--- src/rtl/fir_lp_pkg.sv ---
// Shared constants, coefficient table and types for the 161-tap lowpass filter.
package fir_lp_pkg;

    localparam int TAPS     = 161;
    localparam int HIST_LEN = TAPS - 1;
    localparam int ROM_LEN  = 161;
    localparam int ADDR_W   = (HIST_LEN > 1) ? $clog2(HIST_LEN) : 1;
    localparam int TAP_W    = $clog2(TAPS);
    localparam int FILL_W   = $clog2(HIST_LEN + 1);
    localparam int ROM_AW   = $clog2(ROM_LEN);
    localparam int SMP_W    = 16;
    localparam int COEF_W   = 16;
    localparam int PROD_W   = SMP_W + COEF_W;
    localparam int ACC_W    = 32;
    localparam int OUT_SHIFT = 15;

    localparam logic signed [ACC_W-1:0] SAT_HI = 32'sh3fff_ffff;
    localparam logic signed [ACC_W-1:0] SAT_LO = -32'sh4000_0000;

    localparam logic signed [COEF_W-1:0] COEF_ROM [ROM_LEN] = '{
        16'sd120, 16'sd124, 16'sd126, 16'sd127, 16'sd127, 16'sd125, 16'sd122, 16'sd118,
        16'sd113, 16'sd106, 16'sd97, 16'sd88, 16'sd77, 16'sd65, 16'sd52, 16'sd38,
        16'sd24, 16'sd8, -16'sd8, -16'sd25, -16'sd42, -16'sd59, -16'sd76, -16'sd93,
        -16'sd110, -16'sd126, -16'sd142, -16'sd156, -16'sd170, -16'sd183, -16'sd194,
        -16'sd203, -16'sd211, -16'sd217, -16'sd221, -16'sd223, -16'sd223, -16'sd220,
        -16'sd215, -16'sd208, -16'sd198, -16'sd185, -16'sd170, -16'sd152, -16'sd132,
        -16'sd108, -16'sd83, -16'sd55, -16'sd24, 16'sd8, 16'sd43, 16'sd80, 16'sd119,
        16'sd159, 16'sd201, 16'sd244, 16'sd288, 16'sd333, 16'sd378, 16'sd424, 16'sd470,
        16'sd516, 16'sd561, 16'sd606, 16'sd650, 16'sd693, 16'sd734, 16'sd773, 16'sd811,
        16'sd847, 16'sd880, 16'sd911, 16'sd939, 16'sd964, 16'sd986, 16'sd1005, 16'sd1020,
        16'sd1033, 16'sd1041, 16'sd1047, 16'sd1049, 16'sd1047, 16'sd1041, 16'sd1033,
        16'sd1020, 16'sd1005, 16'sd986, 16'sd964, 16'sd939, 16'sd911, 16'sd880, 16'sd847,
        16'sd811, 16'sd773, 16'sd734, 16'sd693, 16'sd650, 16'sd606, 16'sd561, 16'sd516,
        16'sd470, 16'sd424, 16'sd378, 16'sd333, 16'sd288, 16'sd244, 16'sd201, 16'sd159,
        16'sd119, 16'sd80, 16'sd43, 16'sd8, -16'sd24, -16'sd55, -16'sd83, -16'sd108,
        -16'sd132, -16'sd152, -16'sd170, -16'sd185, -16'sd198, -16'sd208, -16'sd215,
        -16'sd220, -16'sd223, -16'sd223, -16'sd221, -16'sd217, -16'sd211, -16'sd203,
        -16'sd194, -16'sd183, -16'sd170, -16'sd156, -16'sd142, -16'sd126, -16'sd110,
        -16'sd93, -16'sd76, -16'sd59, -16'sd42, -16'sd25, -16'sd8, 16'sd8, 16'sd24,
        16'sd38, 16'sd52, 16'sd65, 16'sd77, 16'sd88, 16'sd97, 16'sd106, 16'sd113,
        16'sd118, 16'sd122, 16'sd125, 16'sd127, 16'sd127, 16'sd126, 16'sd124, 16'sd120
    };

    // Taps beyond the end of the table carry a zero coefficient.
    function automatic logic signed [COEF_W-1:0] coef_at(input logic [TAP_W-1:0] k);
        logic signed [COEF_W-1:0] c;
        c = '0;
        if (int'(k) < ROM_LEN)
        begin
            c = COEF_ROM[ROM_AW'(k)];
        end
        return c;
    endfunction

    // Command from the sequencer to the multiply-accumulate unit.
    typedef struct packed {
        logic                     clear;
        logic                     valid;
        logic signed [COEF_W-1:0] coef;
        logic signed [SMP_W-1:0]  operand;
    } mac_cmd_t;

endpackage

--- src/rtl/fir_lp_hist_ram.sv ---
// Simple dual-port synchronous RAM holding the sample history.
module fir_lp_hist_ram #(
    parameter int DEPTH = 160,
    parameter int WIDTH = 16,
    parameter int AW    = (DEPTH > 1) ? $clog2(DEPTH) : 1
) (
    input  logic             clk,
    input  logic             wr_en,
    input  logic [AW-1:0]    wr_addr,
    input  logic [WIDTH-1:0] wr_data,
    input  logic             rd_en,
    input  logic [AW-1:0]    rd_addr,
    output logic [WIDTH-1:0] rd_data
);

    logic [WIDTH-1:0] mem [DEPTH];
    logic [WIDTH-1:0] rd_data_reg;

    always_ff @(posedge clk)
    begin
        if (wr_en)
        begin
            mem[wr_addr] <= wr_data;
        end
    end

    always_ff @(posedge clk)
    begin
        if (rd_en)
        begin
            rd_data_reg <= mem[rd_addr];
        end
    end

    assign rd_data = rd_data_reg;

endmodule

--- src/rtl/fir_lp_mac.sv ---
// Registered multiply followed by a 32-bit accumulator with output saturation.
module fir_lp_mac
    import fir_lp_pkg::*;
(
    input  logic                 clk,
    input  logic                 rst_n,
    input  mac_cmd_t             cmd,
    output logic                 busy,
    output logic [SMP_W-1:0]     result
);

    logic                     p_valid_reg;
    logic signed [PROD_W-1:0] prod_reg;
    logic signed [ACC_W-1:0]  acc_reg;
    logic signed [ACC_W-1:0]  acc_next;
    logic signed [ACC_W-1:0]  sat;

    always_ff @(posedge clk or negedge rst_n)
    begin
        if (!rst_n)
        begin
            p_valid_reg <= 1'b0;
        end
        else
        begin
            p_valid_reg <= cmd.valid;
        end
    end

    always_ff @(posedge clk)
    begin
        if (cmd.valid)
        begin
            prod_reg <= cmd.coef * cmd.operand;
        end
    end

    always_comb
    begin
        acc_next = acc_reg;
        if (cmd.clear)
        begin
            acc_next = '0;
        end
        else if (p_valid_reg)
        begin
            acc_next = acc_reg + ACC_W'(prod_reg);
        end
    end

    always_ff @(posedge clk or negedge rst_n)
    begin
        if (!rst_n)
        begin
            acc_reg <= '0;
        end
        else
        begin
            acc_reg <= acc_next;
        end
    end

    // Clamp to the range that survives the shift, then take the upper bits.
    always_comb
    begin
        if (acc_reg > SAT_HI)
        begin
            sat = SAT_HI;
        end
        else if (acc_reg < SAT_LO)
        begin
            sat = SAT_LO;
        end
        else
        begin
            sat = acc_reg;
        end
    end

    assign result = sat[OUT_SHIFT+SMP_W-1:OUT_SHIFT];
    assign busy   = p_valid_reg;

endmodule

--- src/rtl/fir_lowpass_161_tap.sv ---
// Top level of the 161-tap lowpass FIR filter with saturating Q15 output.
//
// Usage: each word accepted on the s_axis channel is one signed 16-bit sample;
// for each one the filter delivers exactly one signed 16-bit word on m_axis.
// The output is the sum of the newest sample and the 160 previous ones, each
// weighted by the fixed lowpass coefficient table, clamped to -2^30..2^30-1
// and shifted arithmetically right by 15.
//
// The 160 past samples live in a ring in a synchronous RAM. One shared
// multiplier walks the taps, one tap per cycle, reading the RAM as it goes,
// so each item passes through these steps in order: it is accepted, the taps
// are issued, the read, multiply and accumulate stages drain, and the new
// sample is written back while the output register loads. The result appears
// on m_axis in the same cycle that the next word can be taken. The block takes
// no new word until it has written back the sample of the last one.
//
// After reset the history reads as zero: a fill count marks which ring entries
// hold real samples, so no clearing pass is needed and a word may be taken at
// once. The output sits in a register; while the receiver stalls the block
// still accepts and filters the next word, and only holds back its write-back
// until the waiting result has been taken.
module fir_lowpass_161_tap
    import fir_lp_pkg::*;
(
    input  logic             clk,
    input  logic             rst_n,
    input  logic             s_axis_tvalid,
    output logic             s_axis_tready,
    input  logic [15:0]      s_axis_tdata,   // [15:0] sample
    output logic             m_axis_tvalid,
    input  logic             m_axis_tready,
    output logic [15:0]      m_axis_tdata    // [15:0] filtered_sample
);

    localparam logic [1:0] ST_IDLE  = 2'd0;
    localparam logic [1:0] ST_ISSUE = 2'd1;
    localparam logic [1:0] ST_DRAIN = 2'd2;
    localparam logic [1:0] ST_DONE  = 2'd3;

    logic [1:0]              state_reg, state_next;
    logic [TAP_W-1:0]        tap_reg, tap_next;
    logic [ADDR_W-1:0]       ptr_reg, ptr_next;
    logic [ADDR_W-1:0]       rd_addr_reg, rd_addr_next;
    logic [FILL_W-1:0]       fill_reg, fill_next;
    logic signed [SMP_W-1:0] x_reg;

    // Read stage: what the tap issued last cycle needs alongside the RAM data.
    logic                     s1_valid_reg;
    logic                     s1_is_x_reg;
    logic                     s1_hit_reg;
    logic signed [COEF_W-1:0] s1_coef_reg;

    logic                    out_valid_reg;
    logic [SMP_W-1:0]        out_data_reg;

    logic                    accept;
    logic                    issue;
    logic                    rd_en;
    logic                    wr_en;
    logic                    out_free;
    logic [SMP_W-1:0]        rd_data;
    logic                    mac_busy;
    logic [SMP_W-1:0]        mac_result;
    mac_cmd_t                cmd;

    assign s_axis_tready = (state_reg == ST_IDLE);
    assign accept        = s_axis_tvalid && s_axis_tready;
    assign issue         = (state_reg == ST_ISSUE);
    assign rd_en         = issue && (tap_reg != '0);
    assign out_free      = !out_valid_reg || m_axis_tready;
    assign wr_en         = (state_reg == ST_DONE) && out_free;

    always_comb
    begin
        state_next   = state_reg;
        tap_next     = tap_reg;
        ptr_next     = ptr_reg;
        rd_addr_next = rd_addr_reg;
        fill_next    = fill_reg;
        case (state_reg)
            ST_IDLE:
            begin
                if (accept)
                begin
                    state_next   = ST_ISSUE;
                    tap_next     = '0;
                    rd_addr_next = (ptr_reg == '0) ? ADDR_W'(HIST_LEN - 1) : ptr_reg - 1'b1;
                end
            end
            ST_ISSUE:
            begin
                if (rd_en)
                begin
                    rd_addr_next = (rd_addr_reg == '0) ? ADDR_W'(HIST_LEN - 1)
                                                       : rd_addr_reg - 1'b1;
                end
                if (tap_reg == TAP_W'(TAPS - 1))
                begin
                    state_next = ST_DRAIN;
                end
                else
                begin
                    tap_next = tap_reg + 1'b1;
                end
            end
            ST_DRAIN:
            begin
                if (!s1_valid_reg && !mac_busy)
                begin
                    state_next = ST_DONE;
                end
            end
            ST_DONE:
            begin
                if (out_free)
                begin
                    state_next = ST_IDLE;
                    ptr_next   = (ptr_reg == ADDR_W'(HIST_LEN - 1)) ? '0 : ptr_reg + 1'b1;
                    if (fill_reg != FILL_W'(HIST_LEN))
                    begin
                        fill_next = fill_reg + 1'b1;
                    end
                end
            end
            default:
            begin
                state_next = ST_IDLE;
            end
        endcase
    end

    always_ff @(posedge clk or negedge rst_n)
    begin
        if (!rst_n)
        begin
            state_reg    <= ST_IDLE;
            tap_reg      <= '0;
            ptr_reg      <= '0;
            rd_addr_reg  <= '0;
            fill_reg     <= '0;
            s1_valid_reg <= 1'b0;
            out_valid_reg <= 1'b0;
        end
        else
        begin
            state_reg    <= state_next;
            tap_reg      <= tap_next;
            ptr_reg      <= ptr_next;
            rd_addr_reg  <= rd_addr_next;
            fill_reg     <= fill_next;
            s1_valid_reg <= issue;
            if (wr_en)
            begin
                out_valid_reg <= 1'b1;
            end
            else if (m_axis_tready)
            begin
                out_valid_reg <= 1'b0;
            end
        end
    end

    always_ff @(posedge clk)
    begin
        if (accept)
        begin
            x_reg <= s_axis_tdata;
        end
        if (issue)
        begin
            s1_is_x_reg <= (tap_reg == '0);
            s1_hit_reg  <= FILL_W'(rd_addr_reg) < fill_reg;
            s1_coef_reg <= coef_at(tap_reg);
        end
        if (wr_en)
        begin
            out_data_reg <= mac_result;
        end
    end

    // Entries beyond the fill count have never been written and read as zero.
    always_comb
    begin
        cmd.clear = accept;
        cmd.valid = s1_valid_reg;
        cmd.coef  = s1_coef_reg;
        if (s1_is_x_reg)
        begin
            cmd.operand = x_reg;
        end
        else if (s1_hit_reg)
        begin
            cmd.operand = rd_data;
        end
        else
        begin
            cmd.operand = '0;
        end
    end

    // The oldest entry is read on the last tap before this write replaces it.
    fir_lp_hist_ram #(
        .DEPTH (HIST_LEN),
        .WIDTH (SMP_W),
        .AW    (ADDR_W)
    ) u_hist (
        .clk     (clk),
        .wr_en   (wr_en),
        .wr_addr (ptr_reg),
        .wr_data (x_reg),
        .rd_en   (rd_en),
        .rd_addr (rd_addr_reg),
        .rd_data (rd_data)
    );

    fir_lp_mac u_mac (
        .clk    (clk),
        .rst_n  (rst_n),
        .cmd    (cmd),
        .busy   (mac_busy),
        .result (mac_result)
    );

    assign m_axis_tvalid = out_valid_reg;
    assign m_axis_tdata  = out_data_reg;

    a_idle_empty: assert property (@(posedge clk) disable iff (!rst_n)
        s_axis_tready |-> (!s1_valid_reg && !mac_busy))
        else $error("pipeline not empty while idle");

    a_ptr_range: assert property (@(posedge clk) disable iff (!rst_n)
        (int'(ptr_reg) < HIST_LEN) && (int'(fill_reg) <= HIST_LEN))
        else $error("ring pointer or fill count out of range");

    a_tap_range: assert property (@(posedge clk) disable iff (!rst_n)
        issue |-> (int'(tap_reg) < TAPS))
        else $error("tap index out of range");

    a_result_shown: assert property (@(posedge clk) disable iff (!rst_n)
        wr_en |=> (m_axis_tvalid && s_axis_tready))
        else $error("write-back not followed by a result word");

    a_fill_follows_ptr: assert property (@(posedge clk) disable iff (!rst_n)
        (int'(fill_reg) < HIST_LEN) |-> (FILL_W'(ptr_reg) == fill_reg))
        else $error("fill count and ring pointer disagree before wrap");

endmodule
--- config.mk ---
export PLATFORM = sky130hd
export DESIGN_NAME = fir_lowpass_161_tap
export DESIGN_NICKNAME = d
export VERILOG_FILES = /design/src/rtl/fir_lp_pkg.sv /design/src/rtl/fir_lp_hist_ram.sv /design/src/rtl/fir_lp_mac.sv /design/src/rtl/fir_lowpass_161_tap.sv
export SDC_FILE = /design/constraint.sdc
export NUM_CORES = 2
export LEC_CHECK = 0
export BUFFER_PORTS_ARGS = -buffer_cell sky130_fd_sc_hd__clkbuf_2
export CORE_MARGIN = 4
export CORE_UTILIZATION = 45
export DETAILED_ROUTE_END_ITERATION = 16
export GPL_TIMING_DRIVEN = 0
export PLACE_DENSITY = 0.63
export SYNTH_ARGS = -nofsm -noshare
export SYNTH_HDL_FRONTEND = slang
export SYNTH_SLANG_ARGS = --single-unit
--- constraint.sdc ---
create_clock -name clk -period 10.4 [get_ports clk]
set_clock_uncertainty 0.2 [all_clocks]
set_input_delay 1.56 -clock clk [delete_from_list [all_inputs] [get_ports clk]]
set_output_delay 1.56 -clock clk [all_outputs]
set_load 0.05 [all_outputs]
== Yosys cells after proc, flatten, opt, wreduce, memory -nomap -nowiden ==
Memories as Yosys holds them, arrays and structs flattened. A register that Yosys moved wholly into a read port is not among the register bits.
Index checks and enable logic that the tools add are counted.

* Equality and inequality tests: 12
* Add/subtract/negate cells: 6
* Multiplexer cells: 23
* Bitwise logic cells: 1
* Multipliers: 1
* Reductions and logical operators: 22
* Magnitude comparators: 4

{| class="wikitable"
|+ Operators with widths
! kind !! count
|-
| $mux 32 || 2
|-
| $mux 8 || 7
|-
| $add 32x32->32 || 1
|-
| $gt 32x31->1 const B || 1
|-
| $lt 32x31->1 const B || 1
|-
| $mul 16x16->32 || 1
|-
| $mux 16 || 2
|-
| $pmux 8 s2 || 2
|-
| $mux 31 || 1
|-
| $add 8x1->8 const B || 3
|-
| $logic_not 8->1 || 3
|-
| $eq 8x8->1 const B || 2
|-
| $sub 8x1->8 const B || 2
|-
| $not 8->9 || 1
|-
| $reduce_and 3->1 || 3
|-
| $lt 8x8->1 || 1
|-
| $lt 8x8->1 const B || 1
|-
| $mux 2 || 4
|-
| $ne 8x8->1 const B || 1
|-
| $pmux 2 s4 || 1
|-
| $reduce_bool 8->1 || 1
|-
| $ne 2x1->1 const B || 3
|-
| $ne 2x2->1 const B || 3
|-
| $reduce_bool 2->1 || 3
|-
| 9 further kinds || 19
|}

* Bits in read-only memories: 4096
* Register bits: 135
* RAM bits: 2560
* Memories kept: 2
* Logic and storage cells: 85
* Output and inout port bits: 18

{| class="wikitable"
|+ Memories
! memory !! words !! bits a word !! rd ports !! clocked after memory_dff !! write ports !! RTL line !! source
|-
| (name not given) || 256 || 16 || 1 || 1 || 0 || fir_lp_pkg.sv:50 || <nowiki>c = COEF_ROM[ROM_AW'(k)];</nowiki>
|-
| u_hist.mem || 160 || 16 || 1 || 1 || 1 || fir_lp_hist_ram.sv:16 || <nowiki>logic [WIDTH-1:0] mem [DEPTH];</nowiki>
|}

== Longest topological paths before layout ==
* Depth after elaboration: 5
* Gate-level depth with buffers: 28
* Mapped depth without buffers: 26

== Hierarchy ==
From an unflattened synthesis, not the netlist that was laid out.

* Cell total of the unflattened synthesis: 6582
* Area, all modules: 119100.5 um2

{| class="wikitable"
|+ By module, submodules not included
! module !! instances !! cells an instance !! seq. area each (um2) !! area an instance (um2)
|-
| fir_lp_hist_ram || 1 || 4422 || 77354.2 || 99163.9
|-
| fir_lp_mac || 1 || 1470 || 1786.7 || 13864.5
|-
| fir_lowpass_161_tap || 1 || 690 || 2282.2 || 6072.1
|}

== Worst setup path after synthesis ==
OpenSTA, ideal clock, no wires.

* Path type: register -> register
* Start point: register x_reg[1]
* End point: register u_mac.prod_reg[31] (data pin)
* Library setup time: 0.284 ns
* Arrival: 7.936 ns
* Slack: 1.980 ns
* Period minus slack after synthesis: 8.420 ns
* Cell stages (with the launch flop): 22
* Cells stage by stage: edfxtp_1 -> a22o_1 -> clkbuf_1 -> nand2_1 -> fa_1 -> inv_1 -> fa_1 -> inv_1 -> fa_1 -> inv_1 -> fa_1 -> fa_1 -> inv_1 -> fa_1 -> inv_1 -> ha_1 -> nor2b_1 -> o31a_1 -> o311ai_0 -> a21oi_1 -> o21ai_0 -> o311ai_0

* Longest elaborated chain between the ends: 2

{| class="wikitable"
|+ Ends and longest elaborated chain
! what !! RTL line !! source
|-
| from (decl) || fir_lowpass_161_tap.sv:45 || <nowiki>logic signed [SMP_W-1:0] x_reg;</nowiki>
|-
| from (signal assigned) || fir_lowpass_161_tap.sv:167 || <nowiki>x_reg <= s_axis_tdata;</nowiki>
|-
| $mux 16 || fir_lowpass_161_tap.sv:187 || <nowiki>if (s1_is_x_reg)</nowiki>
|-
| $mul 16x16->32 || fir_lp_mac.sv:34 || <nowiki>prod_reg <= cmd.coef * cmd.operand;</nowiki>
|-
| to (signal assigned) || fir_lp_mac.sv:34 ||
|-
| to (decl) || fir_lp_mac.sv:13 || <nowiki>logic signed [PROD_W-1:0] prod_reg;</nowiki>
|}

No other way between the ends.
A chain may end at the register's enable or synchronous reset.

== Worst setup path after layout ==
Same ends and word-level chain as after synthesis.

==> impl.org <==
** Critical path
- Critical path start-end classification :: reg2reg
- Arrival time worst endpoint :: between 9000 and 10000 ps
- The worst setup path is launched from a flop.
- The worst setup path is captured at a flop.
- Along the worst path, the maximum fanout reaches 25.
- At the worst endpoint, the required time is around 11000 ps.

** Die
- The initial utilization of the core area, before any placement, comes to 45.31%.
- Die width :: slightly above 500 um
- During I/O placement, the number of pins put on the boundary was 38.
- The die covers around 0.27 mm2.
- In this run the standard cell core region covers 0.2574 mm2.
- DIE HEIGHT :: 517.1 um
- The floorplan has 186 rows.

** Cells and area
- Layout overhead on the synthesized area :: 16.66%
- After the last flow step, the layout net total stands at 6896.
- Sequential standard cell area :: 0.08142 mm2
- After routing the design area is 0.1360 mm2.
- In the final layout, the share of cells above drive strength 1 is about a quarter.
- The layout has 19855 filler cells.
- The top cell types in the final layout, fill and taps aside, are sky130_fd_sc_hd__edfxtp_1, sky130_fd_sc_hd__mux4_2, sky130_fd_sc_hd__clkbuf_16, sky130_fd_sc_hd__inv_1, sky130_fd_sc_hd__clkbuf_1.
- Max reg flops :: 2560
- In the final layout, the multi-input gates occupy 0.03314 mm2.
- Most common library cell in the layout ignoring fill and taps :: sky130_fd_sc_hd__edfxtp_1

** Placement
- Count of buffers inserted at the top-level ports :: 37
- Once placement finished, the instance area stood at 0.1269 mm2.
- HPWL after detailed placement :: about 220000 um
- Final GP Congestion :: 0.9236
- Prior to clock tree synthesis, the placed netlist has a worst setup slack of 1726 ps.

** Job
- Reported max-cap violation count :: 7

** Logic synthesis
- The mapped netlist covers 0.1166 mm2.
- The biggest area contributor in the post-synthesis netlist is sky130_fd_sc_hd__edfxtp_1.
- Synthesis Warnings :: 0
- In this run the biggest area consumer among cell types represents about two thirds of the synthesized area.
- Number of synthesized register bits :: 2723
- Number of enable flip-flop cells after synthesis :: 2654
- Ranked by total cell area, the synthesized netlist is headed by sky130_fd_sc_hd__edfxtp_1, sky130_fd_sc_hd__mux4_2, sky130_fd_sc_hd__fa_1.
- Synthesized netlist cell count :: 5908
- Synth unique cells :: 73
- Prevailing post-synth register cell :: sky130_fd_sc_hd__edfxtp_1
- Sequential elements use a little over two thirds of the synthesized area.
- Average instance area after synthesis :: 19.74 um2
- Post-synth ARST share :: ~2.5%
- Number of nets produced by synthesis :: 6295

** GRT
- The via count of the first global-routing pass came to 61415.
- Entering global routing, the biggest net connects 37 pins.
- For this run the aggregate overflow at the end of global routing stands at 0.
- Total global routing track utilization :: 23.72%
- The first global-routing pass estimated 453400 um of wire.
- The number of antenna violations at the first check in global routing is 19.

** Detailed routing
- Via Count :: 61316
- Final wirelength :: between 300000 and 400000 um
- Post-route antenna net violation count :: 0
- Drt first pass iters :: 6
- Detailed-route DRC error count :: 0
- Dividing the detail-routed via count by the number of cells gives 6.070.
- Post-DR wirelength/cell :: 31.25 um
- In this run, the number of DRC markers left after iteration 0 of detailed routing was 7931.

** STA
- Measured against its own limit, the worst slew margin works out to -5.284%.
- Setup total negative slack :: 0 ps
- Based on the critical path, the design can be clocked at up to between 100 and 150 MHz.
- Final hold analysis gives a worst-case slack of a little over 300 ps.
- Number of setup violations in the final report :: 0
- The final-report hold violation count was 0.
- RSZ-0062 raised after global routing :: false
- At the pin with the least slew margin, the transition time is 1575 ps.
- Ratio of final minimum period to clock period :: 83.87%
- Subtracting the final worst setup slack from the clock period gives slightly below 9000 ps.
- Worst-case setup margin in the final layout :: between 1500 and 2000 ps
- Max-slew violation count :: 50

** CTS
- Post-CTS timing repair inserted 0 buffers for setup.
- Total clock buffers created by CTS :: 298
- Clock Sink Count :: 2723
- Clock-pin slew was measured on the worst setup and hold paths at 60 ps.
- Level count of the clock H-tree :: 5
- After clock tree synthesis, the flow added hold-fix buffers numbering 0.
- The clock reaches the later pin of the worst-skew pair after 950 ps.
- TritonCTS built the clock tree.
- The clock passes through at most 4 buffers.
- The root buffer cell chosen for the clock tree is sky130_fd_sc_hd__clkbuf_16.
- Count of cells resized by post-cts repair :: 0

** Run status
- The final reports fail on capacitance limit, slew limit.
- The flow ran to the end, but the final reports show violations.

** Min path
- Path category of the worst min-delay check :: reg2reg
[layer usage]
metal  vias up  GRT usage, %  routed length (um)
li1      24965             -                   -
met1     32883         34.38              129900
met2      2951         36.58              147600
met3       517         4.791               27840
met4         0         7.330               10340
met5         -             0                   0
[area by class of cell]
class,instances,share of cell area (%)
clock buffers,364,5.756
diodes,5,0.009197
multi-input cells,2579,24.36
flip-flops and latches,2723,59.85
clock inverters,139,0.9114
inverters,292,0.8056
plain buffers,314,1.002
well taps,3384,3.112
repair buffers,301,4.191
[kinds of logic after synthesis]
logic type / synth area share (%)
DFF: 69.82
muxes: 16.51
buffers and inverters: 2.105
adders and majority gates: 5.360
AOI/OAI and AO/OA: 2.553
and+or+nand+nor: 3.105
xor gates and xnor gates: 0.5483
[through the flow]
stage,cells,util [%]
2_1_floorplan,5908,-
3_3_place_gp,9329,47.02
3_5_place_dp,9590,49.29
4_1_cts,10093,52.82
5_1_grt,10097,52.85
6_report,10101,52.86
[worst paths after layout]
check	slack (ps)	depth (start not counted)	end	start
min	300	1	fill_reg[5]	fill_reg[5]
max	1680	24	u_mac.prod_reg[31]	x_reg[1]
min reg2reg	300	1	fill_reg[5]	fill_reg[5]
max reg2reg	1680	24	u_mac.prod_reg[31]	x_reg[1]
min in group asynchronous	470	1	m_axis_tvalid	rst_n
max in group asynchronous	8830	2	u_mac.acc_reg[3]	rst_n
[cell usage after synthesis, drive strengths merged, types with 8 or more instances]
cell type	number
edfxtp	2654
mux2i	50
nor2b	95
a21o	29
ha	146
inv	287
a31oi	21
o21a	11
nor3	33
nand3	30
nor2	307
o21ai	114
buf	122
xor2	22
nand4	13
a21oi	139
dfrtp	69
nand2	195
clkbuf	192
and2	41
xnor2	51
o311ai	8
mux4	831
a211oi	42
nand2b	23
o211ai	12
fa	221
a22oi	10
a22o	9
and3	8
[worst max-delay path, stage by stage, from the launching register on]
cell and delay [ps]:
sky130_fd_sc_hd__edfxtp_1 920, sky130_fd_sc_hd__buf_16 250, sky130_fd_sc_hd__buf_8 180, sky130_fd_sc_hd__buf_16 190, sky130_fd_sc_hd__a22o_1 210, sky130_fd_sc_hd__clkbuf_1 430, sky130_fd_sc_hd__nand2_1 180, sky130_fd_sc_hd__fa_1 680
sky130_fd_sc_hd__inv_1 140, sky130_fd_sc_hd__fa_1 500, sky130_fd_sc_hd__inv_1 50, sky130_fd_sc_hd__fa_1 490, sky130_fd_sc_hd__inv_1 50, sky130_fd_sc_hd__fa_1 500, sky130_fd_sc_hd__fa_1 490, sky130_fd_sc_hd__inv_1 50
sky130_fd_sc_hd__fa_1 470, sky130_fd_sc_hd__inv_1 40, sky130_fd_sc_hd__ha_1 330, sky130_fd_sc_hd__nor2b_1 170, sky130_fd_sc_hd__o31a_1 250, sky130_fd_sc_hd__o311ai_0 420, sky130_fd_sc_hd__a21oi_1 170, sky130_fd_sc_hd__o21ai_0 560
sky130_fd_sc_hd__o311ai_0 350
Power is left out: the tool's default activity adds up to more than one toggle a clock period on the data nets, which glitch-free logic cannot reach.
